===== src/rtl/core/gtg_pkg.sv =====
package gtg_pkg;

    typedef struct packed {
        logic        cmd;
        logic [15:0] pos_x;
        logic [15:0] pos_y;
        logic [15:0] heading;
    } in_req_t;

    typedef struct packed {
        logic        goal_set;
        logic [15:0] angle_error;
        logic [15:0] along_error;
    } out_req_t;

    localparam int CORDIC_N = 16;
    localparam int IW = 5;      // iteration counter width, holds CORDIC_N
    localparam int VW = 36;     // CORDIC vector datapath width
    localparam int AW = 22;     // angle width, 2^-16 rad units

    localparam logic signed [AW-1:0] ANG_PI      = 22'sd205887;
    localparam logic signed [AW-1:0] ANG_HALF_PI = 22'sd102944;
    localparam logic [15:0]          INV_GAIN    = 16'd39797;

    localparam logic CMD_GOAL = 1'b0;
    localparam logic CMD_POSE = 1'b1;

    // Work item handed from the front to the back: the error vector and heading.
    typedef struct packed {
        logic               goal_set;
        logic signed [16:0] ex;
        logic signed [16:0] ey;
        logic signed [15:0] h;
    } work_t;

    typedef enum logic [2:0] {
        ST_IDLE,
        ST_PREP,
        ST_ITER,
        ST_MUL,
        ST_DONE
    } back_state_t;

    function automatic logic signed [AW-1:0] atan_entry(input logic [IW-2:0] i);
        logic signed [AW-1:0] r;
        begin
            case (i)
                4'd0:    r = 22'sd51472;
                4'd1:    r = 22'sd30386;
                4'd2:    r = 22'sd16055;
                4'd3:    r = 22'sd8150;
                4'd4:    r = 22'sd4091;
                4'd5:    r = 22'sd2047;
                4'd6:    r = 22'sd1024;
                4'd7:    r = 22'sd512;
                4'd8:    r = 22'sd256;
                4'd9:    r = 22'sd128;
                4'd10:   r = 22'sd64;
                4'd11:   r = 22'sd32;
                4'd12:   r = 22'sd16;
                4'd13:   r = 22'sd8;
                4'd14:   r = 22'sd4;
                default: r = 22'sd2;
            endcase
            return r;
        end
    endfunction

endpackage


===== src/rtl/core/gtg_front.sv =====
module gtg_front (
    input  logic             clk,
    input  logic             rst_n,
    input  logic             in_valid,
    output logic             in_stall,
    input  gtg_pkg::in_req_t in_data,
    output logic             wq_valid,
    input  logic             wq_full,
    output gtg_pkg::work_t   wq_data
);
    import gtg_pkg::*;

    logic [15:0] goal_x_reg, goal_y_reg, cur_x_reg, cur_y_reg, cur_h_reg;
    logic        goal_valid_reg;
    logic [15:0] gx, gy, cx, cy, ch;
    logic        gv;

    assign in_stall = wq_full;

    // Stored state as it stands after the request being accepted now.
    always_comb
    begin
        gx = goal_x_reg;
        gy = goal_y_reg;
        gv = goal_valid_reg;
        cx = cur_x_reg;
        cy = cur_y_reg;
        ch = cur_h_reg;
        if (in_data.cmd == CMD_GOAL)
        begin
            gx = in_data.pos_x;
            gy = in_data.pos_y;
            gv = 1'b1;
        end
        else
        begin
            cx = in_data.pos_x;
            cy = in_data.pos_y;
            ch = in_data.heading;
        end
    end

    assign wq_valid         = in_valid && !wq_full;
    assign wq_data.goal_set = gv;
    assign wq_data.ex       = 17'(signed'(gx)) - 17'(signed'(cx));
    assign wq_data.ey       = 17'(signed'(gy)) - 17'(signed'(cy));
    assign wq_data.h        = signed'(ch);

    always_ff @(posedge clk or negedge rst_n)
    begin
        if (!rst_n)
        begin
            goal_x_reg     <= '0;
            goal_y_reg     <= '0;
            goal_valid_reg <= 1'b0;
            cur_x_reg      <= '0;
            cur_y_reg      <= '0;
            cur_h_reg      <= '0;
        end
        else if (wq_valid)
        begin
            goal_x_reg     <= gx;
            goal_y_reg     <= gy;
            goal_valid_reg <= gv;
            cur_x_reg      <= cx;
            cur_y_reg      <= cy;
            cur_h_reg      <= ch;
        end
    end
endmodule


===== src/rtl/core/gtg_queue.sv =====
module gtg_queue (
    input  logic           clk,
    input  logic           rst_n,
    input  logic           push,
    input  gtg_pkg::work_t push_data,
    output logic           full,
    output logic           pop_valid,
    input  logic           pop,
    output gtg_pkg::work_t pop_data
);
    import gtg_pkg::*;

    work_t      mem_reg [2];
    logic       wr_ptr_reg, rd_ptr_reg;
    logic [1:0] cnt_reg;

    assign full      = cnt_reg == 2'd2;
    assign pop_valid = cnt_reg != 2'd0;
    assign pop_data  = mem_reg[rd_ptr_reg];

    always_ff @(posedge clk)
    begin
        if (push)
            mem_reg[wr_ptr_reg] <= push_data;
    end

    always_ff @(posedge clk or negedge rst_n)
    begin
        if (!rst_n)
        begin
            wr_ptr_reg <= 1'b0;
            rd_ptr_reg <= 1'b0;
            cnt_reg    <= '0;
        end
        else
        begin
            if (push)
                wr_ptr_reg <= !wr_ptr_reg;
            if (pop)
                rd_ptr_reg <= !rd_ptr_reg;
            cnt_reg <= cnt_reg + 2'(push) - 2'(pop);
        end
    end
endmodule


===== src/rtl/core/gtg_back.sv =====
module gtg_back (
    input  logic              clk,
    input  logic              rst_n,
    input  logic              wq_valid,
    output logic              wq_pop,
    input  gtg_pkg::work_t    wq_data,
    output logic              out_valid,
    input  logic              out_stall,
    output gtg_pkg::out_req_t out_data
);
    import gtg_pkg::*;

    back_state_t state_reg, state_next;
    logic [IW-1:0] it_reg;
    // Vectoring unit (bearing) and rotation unit (projection) run side by side.
    logic signed [VW-1:0] vx_reg, vy_reg, rx_reg, ry_reg;
    logic signed [AW-1:0] vz_reg, rz_reg;
    logic                 zero_reg, gs_reg;
    logic signed [15:0]   h_reg;
    logic signed [VW+16:0] prod_reg;
    out_req_t             res_reg;
    logic                 res_valid_reg;

    logic [IW-2:0]        idx;
    logic signed [VW-1:0] vxs, vys, rxs, rys;
    logic signed [AW-1:0] at;
    logic signed [VW-1:0] ex0, ey0;
    logic signed [AW-1:0] a0;
    logic signed [AW+1:0] hn;
    logic                 take, ld_out;
    logic signed [AW-1:0] brg_q;
    logic signed [AW:0]   ang_w;
    logic signed [VW-12:0] al_w;
    logic signed [15:0]   ang_s, al_s;

    assign idx = it_reg[IW-2:0];
    assign at  = atan_entry(idx);
    assign vxs = vx_reg >>> idx;
    assign vys = vy_reg >>> idx;
    assign rxs = rx_reg >>> idx;
    assign rys = ry_reg >>> idx;

    assign ex0 = VW'(wq_data.ex) <<< 12;
    assign ey0 = VW'(wq_data.ey) <<< 12;
    // Heading in Q3.12 is at most about 8 rad, so three half turns fold it.
    assign hn  = -((AW+2)'(wq_data.h) <<< 4);

    always_comb
    begin
        a0 = AW'(hn);
        if (hn > (AW+2)'(ANG_HALF_PI))
        begin
            if (hn - (AW+2)'(ANG_PI) > (AW+2)'(ANG_HALF_PI))
            begin
                if (hn - 2*(AW+2)'(ANG_PI) > (AW+2)'(ANG_HALF_PI))
                    a0 = AW'(hn - 3*(AW+2)'(ANG_PI));
                else
                    a0 = AW'(hn - 2*(AW+2)'(ANG_PI));
            end
            else
                a0 = AW'(hn - (AW+2)'(ANG_PI));
        end
        else if (hn < -(AW+2)'(ANG_HALF_PI))
        begin
            if (hn + (AW+2)'(ANG_PI) < -(AW+2)'(ANG_HALF_PI))
            begin
                if (hn + 2*(AW+2)'(ANG_PI) < -(AW+2)'(ANG_HALF_PI))
                    a0 = AW'(hn + 3*(AW+2)'(ANG_PI));
                else
                    a0 = AW'(hn + 2*(AW+2)'(ANG_PI));
            end
            else
                a0 = AW'(hn + (AW+2)'(ANG_PI));
        end
    end

    logic neg_rot;
    always_comb
    begin
        logic signed [AW+1:0] d;
        d = hn - (AW+2)'(a0);
        // Odd number of half turns flips the vector.
        neg_rot = (d == (AW+2)'(ANG_PI)) || (d == -(AW+2)'(ANG_PI))
               || (d == 3*(AW+2)'(ANG_PI)) || (d == -3*(AW+2)'(ANG_PI));
    end

    always_comb
    begin
        state_next = state_reg;
        unique case (state_reg)
            ST_IDLE: if (wq_valid && (!res_valid_reg || !out_stall)) state_next = ST_PREP;
            ST_PREP: state_next = ST_ITER;
            ST_ITER: if (it_reg == IW'(CORDIC_N - 1)) state_next = ST_MUL;
            ST_MUL:  state_next = ST_DONE;
            ST_DONE: if (!res_valid_reg || !out_stall) state_next = ST_IDLE;
            default: state_next = ST_IDLE;
        endcase
    end

    always_comb
    begin
        take   = 1'b0;
        ld_out = 1'b0;
        unique case (state_reg)
            ST_IDLE: take = wq_valid && (!res_valid_reg || !out_stall);
            ST_DONE: ld_out = !res_valid_reg || !out_stall;
            default: ;
        endcase
    end

    assign wq_pop = take;

    assign brg_q = (vz_reg + AW'(8)) >>> 4;
    assign ang_w = (AW+1)'(brg_q) - (AW+1)'(h_reg);
    assign ang_s = (ang_w > 32767) ? 16'sh7fff : (ang_w < -32768) ? 16'sh8000 : 16'(ang_w);
    assign al_w  = (VW-11)'((prod_reg + (53'sd1 <<< 27)) >>> 28);
    assign al_s  = (al_w > 32767) ? 16'sh7fff : (al_w < -32768) ? 16'sh8000 : 16'(al_w);

    always_ff @(posedge clk)
    begin
        if (take)
        begin
            gs_reg   <= wq_data.goal_set;
            h_reg    <= wq_data.h;
            zero_reg <= (wq_data.ex == 0) && (wq_data.ey == 0);
            if (wq_data.ex < 0)
            begin
                vx_reg <= -ex0;
                vy_reg <= -ey0;
                vz_reg <= (wq_data.ey >= 0) ? ANG_PI : -ANG_PI;
            end
            else
            begin
                vx_reg <= ex0;
                vy_reg <= ey0;
                vz_reg <= '0;
            end
            rx_reg <= neg_rot ? -ex0 : ex0;
            ry_reg <= neg_rot ? -ey0 : ey0;
            rz_reg <= a0;
            it_reg <= '0;
        end
        else if (state_reg == ST_ITER)
        begin
            if (vy_reg >= 0)
            begin
                vx_reg <= vx_reg + vys;
                vy_reg <= vy_reg - vxs;
                vz_reg <= vz_reg + at;
            end
            else
            begin
                vx_reg <= vx_reg - vys;
                vy_reg <= vy_reg + vxs;
                vz_reg <= vz_reg - at;
            end
            if (rz_reg >= 0)
            begin
                rx_reg <= rx_reg - rys;
                ry_reg <= ry_reg + rxs;
                rz_reg <= rz_reg - at;
            end
            else
            begin
                rx_reg <= rx_reg + rys;
                ry_reg <= ry_reg - rxs;
                rz_reg <= rz_reg + at;
            end
            it_reg <= it_reg + IW'(1);
        end
        else if (state_reg == ST_MUL)
        begin
            prod_reg <= (VW+17)'(rx_reg) * (VW+17)'(signed'({1'b0, INV_GAIN}));
            if (zero_reg)
                vz_reg <= '0;
        end
        if (ld_out)
        begin
            res_reg.goal_set    <= gs_reg;
            res_reg.angle_error <= gs_reg ? ang_s : '0;
            res_reg.along_error <= gs_reg ? al_s : '0;
        end
    end

    always_ff @(posedge clk or negedge rst_n)
    begin
        if (!rst_n)
        begin
            state_reg     <= ST_IDLE;
            res_valid_reg <= 1'b0;
        end
        else
        begin
            state_reg <= state_next;
            if (ld_out)
                res_valid_reg <= 1'b1;
            else if (!out_stall)
                res_valid_reg <= 1'b0;
        end
    end

    assign out_valid = res_valid_reg;
    assign out_data  = res_reg;
endmodule


===== src/rtl/core/go_to_goal_pose_error.sv =====
// Go-to-goal pose error. Each input request is a new goal (cmd = 0) or a new
// measured pose (cmd = 1); the block stores it and returns one result request
// with the heading error (bearing to goal minus heading, Q3.12, not wrapped,
// saturated) and the goal distance projected on the heading (Q8.8, saturated).
// Before any goal arrives, results are all zero with goal_set low. The front
// stores state and forms the error vector in the accept cycle; a two-entry
// queue feeds the back, where a vectoring and a rotation CORDIC share one
// 16-step iteration loop. That loop sets the rate: each request passes through
// prepare, the 16 iterations, gain multiply and output load before the back takes another.
module go_to_goal_pose_error (
    input  logic              clk,
    input  logic              rst_n,
    input  logic              in_valid,
    output logic              in_stall,
    input  gtg_pkg::in_req_t  in_data,
    output logic              out_valid,
    input  logic              out_stall,
    output gtg_pkg::out_req_t out_data
);
    import gtg_pkg::*;

    logic  push, full, q_valid, pop;
    work_t push_data, q_data;

    // The front writes the queue for every accepted request.
    gtg_front u_front (
        .clk      (clk),
        .rst_n    (rst_n),
        .in_valid (in_valid),
        .in_stall (in_stall),
        .in_data  (in_data),
        .wq_valid (push),
        .wq_full  (full),
        .wq_data  (push_data)
    );

    gtg_queue u_queue (
        .clk       (clk),
        .rst_n     (rst_n),
        .push      (push),
        .push_data (push_data),
        .full      (full),
        .pop_valid (q_valid),
        .pop       (pop),
        .pop_data  (q_data)
    );

    // The back runs the CORDIC loop and holds the result register.
    gtg_back u_back (
        .clk       (clk),
        .rst_n     (rst_n),
        .wq_valid  (q_valid),
        .wq_pop    (pop),
        .wq_data   (q_data),
        .out_valid (out_valid),
        .out_stall (out_stall),
        .out_data  (out_data)
    );
endmodule


===== config.mk =====
export PLATFORM = sky130hd
export DESIGN_NAME = go_to_goal_pose_error
export DESIGN_NICKNAME = d
export VERILOG_FILES = /design/src/rtl/core/gtg_pkg.sv /design/src/rtl/core/gtg_front.sv /design/src/rtl/core/gtg_queue.sv /design/src/rtl/core/gtg_back.sv /design/src/rtl/core/go_to_goal_pose_error.sv
export SDC_FILE = /design/constraint.sdc
export NUM_CORES = 2
export LEC_CHECK = 0
export BUFFER_PORTS_ARGS = -buffer_cell sky130_fd_sc_hd__buf_2
export CAP_MARGIN = 20
export CELL_PAD_IN_SITES_DETAIL_PLACEMENT = 1
export CELL_PAD_IN_SITES_GLOBAL_PLACEMENT = 1
export CORE_ASPECT_RATIO = 0.75
export CORE_MARGIN = 1
export CORE_UTILIZATION = 40
export CTS_CLUSTER_SIZE = 30
export DETAILED_ROUTE_END_ITERATION = 7
export HOLD_SLACK_MARGIN = 0.02
export PLACE_DENSITY_LB_ADDON = 0.1
export SYNTH_ARGS = -nofsm -noshare
export SYNTH_HDL_FRONTEND = slang
export SYNTH_SLANG_ARGS = --single-unit

===== constraint.sdc =====
create_clock -name clk -period 23.9 [get_ports clk]
set_clock_uncertainty 0.05 [all_clocks]
set_input_delay 3.585 -clock clk [delete_from_list [all_inputs] [get_ports clk]]
set_output_delay 3.585 -clock clk [all_outputs]
set_load 0.005 [all_outputs]

==> out/metrics.yaml <==
status: "complete, no violations"
worstMarginPinSlew_ns: 1.12
ys_warn_count: 0
synth_top_flop_cell: "edfxtp_1"
worstSetupPathType: "flip-flop to flip-flop"
fmax_mhz: 84.8
holdBufCountCts: 0
clock-sinks: 477
synth_area_leaders: "edfxtp_1 (20%), ha_1 (12%), fa_1 (10%)"
slew_viol_final: 0
min_from: "u_front.cur_y_reg[4]$_DFFE_PN0P_"
grt_max_degree: 89
min_path_cells: 2
synth.yosys.seq_area_share: 0.245
grt_antenna_before_repair: 14
critPathLaunch: "u_queue.rd_ptr_reg$_DFFE_PN0P_"
ff2ff_setup_slack_ns: 12.11
fin_crit_sh: 0.493
largest_reg_flops: 102
crit_path_end_kind: "flip-flop"
vias: 46700
setup_slack_ns: 12.11
clkTransAtPathRegs_ns: 0.06
core_area_um2: 138000
drt-initial-drc-count: 4074
rsz0062_at_grt: "no"
max_stage_delay_ns: 0.75
final_nets: 6943
rows: 118
ant_nets: 0
post_drt_wl_per_cell_um: 24.6
yosys.area.top_type: "edfxtp_1"
yosys.area.top_type_share: 0.198
via_per_inst: 5.84
die-area_um2: 141000
track_usage: 0.276
r2r-start: "u_queue.rd_ptr_reg$_DFFE_PN0P_"
tritoncts: "yes"
worstReg2RegEnd: "u_back.rx_reg[22]$_DFFE_PP_"
slowest_stage: "dfrtp_4"
grt_pass1_wl_um: 299000
crit_required_ns: 24.32
pre_cts_ws_ns: 12.36
post_cts_buffers: 0
synth_edf_count: 367
synth_area_per_cell_um2: 9.14
first_pass_iters: 6
async_flop_share: 0.187
drt_wl_total_um: 197000
cap_violations: 0
syn_inst: 6100
crit_path_max_fanout: 51
io-pin-count: 88
grt_overflow: 0
crit_top_cell: "ha_1"
hold_end: "u_front.cur_y_reg[4]$_DFFE_PN0P_"
syn_area_um2: 55800
cts_resized: 0
finalHoldViolCount: 0
cts_buffer_depth: 3
numCtsBuffers: 57
die_h_um: 325
cts_htree_levels: 2
cp.arrival_ns: 12.20
dpl_cell_area_um2: 58300
insertion_delay_ns: 0.72
cts_root_buf: "clkbuf_16"
finalSetupTns_ns: 0
synth.ff_latch_count: 477
grt_pass1_vias: 47200
drc: 0
hpwl_um: 157000
synth_nets: 6960
finalCriticalPeriod_ns: 11.79
setup_viol: 0
min_path_type: "flip-flop to flip-flop"
numPortBuffers: 87
design_area_um2: 60300
rr_worst_depth: 35
chipWidth_um: 433
synth_cell_types: 120
place.gp.congestion: 0.933
drive_above_1_share: 0.101
areaGrowthSynthToFinish_pct: 8.11
start_util: 0.403
relSlewSlack: 0.243
cp-start-kind: "flip-flop"
[area by class of cell]
type | count | area, um^2
Fill cell | 15900 | 77900
Inverter | 616 | 2320
Multi-Input combinational cell | 4758 | 38800
Clock buffer | 87 | 1720
Clock inverter | 20 | 277
Sequential cell | 477 | 13700
Timing Repair Buffer | 173 | 1110
Antenna cell | 1 | 2.50
Tap cell | 1860 | 2330
[through the flow]
stage	instances	hold slack [ns]	utilization
global route	7991	0.461	0.436
finish	7992	0.429	0.436
floorplan	6100	0.384	-
CTS	7991	0.433	0.436
detailed placement	7884	0.419	0.422
global placement	7884	0.401	0.422
[metal layers]
| layer | GRT usage | vias up | routed length, um |
|---|---|---|---|
| li1 | - | 21600 | - |
| met1 | 0.448 | 23700 | 102000 |
| met2 | 0.389 | 1286 | 79600 |
| met3 | 0.0370 | 141 | 12600 |
| met4 | 0.0381 | 2 | 2360 |
| met5 | 0 | - | 13 |
[Yosys cell counts (all sizes together) (35+ instances only)]
cell,n
mux2,131
nand3,139
dfrtp,89
mux2i,187
o31ai,53
o21a,35
nand2b,69
a21oi,376
nor2b,56
clkbuf,182
xor2,168
nor3,106
inv,612
a21boi,39
buf,67
a211oi,59
ha,517
nor2,394
fa,290
and3,77
and2,47
nand2,583
xnor2,272
edfxtp,367
o21ai,460
a21o,113
or3,85
mux4,97
[worst max-delay path by stage]
stage                                        to  slack [ns]  depth (start not counted)
finish              u_back.rx_reg[22]$_DFFE_PP_       12.11                         35
global route        u_back.rx_reg[22]$_DFFE_PP_       11.53                         34
CTS                 u_back.rx_reg[22]$_DFFE_PP_       12.32                         35
detailed placement  u_back.rx_reg[22]$_DFFE_PP_       12.36                         35
global placement    u_back.rx_reg[15]$_DFFE_PP_       12.53                         35
floorplan           u_back.rx_reg[20]$_DFFE_PP_       14.22                         42
[kinds of logic after synthesis]
logic type                 share of synthesized area
and+or+nand+nor                                0.144
AOI/OAI and AO/OA                              0.160
buffers and inverters                         0.0597
adders and majority gates                      0.221
DFF                                            0.245
xor gates and xnor gates                      0.0705
muxes                                          0.100
[worst max-delay path, delay by kind of cell, from the launching register on]
kind / cells / cell delay, ns
buf+inv: 3 / 0.73
mux: 1 / 0.51
flops: 1 / 0.75
simple gates: 8 / 2.89
xor+xnor: 1 / 0.21
fa+ha+maj: 3 / 1.19
compound gates: 19 / 5.16
[cell usage in the layout (no fill, tap or decap), types with 17 or more instances in the layout]
cell / netlist / layout
a211oi_1: 54 / 53
a21boi_0: 37 / 37
a21o_1: 113 / 113
a21oi_1: 365 / 364
a31o_1: 20 / 20
a31oi_1: 31 / 31
and2_1: 45 / 45
and3_1: 77 / 77
buf_2: 17 / 85
buf_4: 5 / 86
clkbuf_16: 0 / 60
dfrtp_1: 89 / 88
dfxtp_1: 21 / 17
edfxtp_1: 367 / 367
fa_1: 290 / 290
ha_1: 517 / 517
inv_1: 600 / 597
mux2_2: 129 / 129
mux2i_1: 179 / 178
mux4_2: 97 / 97
nand2_1: 582 / 581
nand2b_1: 69 / 68
nand3_1: 138 / 138
nand4_1: 28 / 28
nor2_1: 388 / 385
nor2b_1: 56 / 56
nor3_1: 102 / 101
o211ai_1: 21 / 21
o21a_1: 35 / 35
o21ai_0: 438 / 438
o21ai_1: 17 / 17
o21bai_1: 23 / 23
o31ai_1: 53 / 53
or3_1: 85 / 85
xnor2_1: 268 / 268
xor2_1: 168 / 168
Power is left out: the tool's default activity adds up to more than one toggle a clock period on the data nets, which glitch-free logic cannot reach.
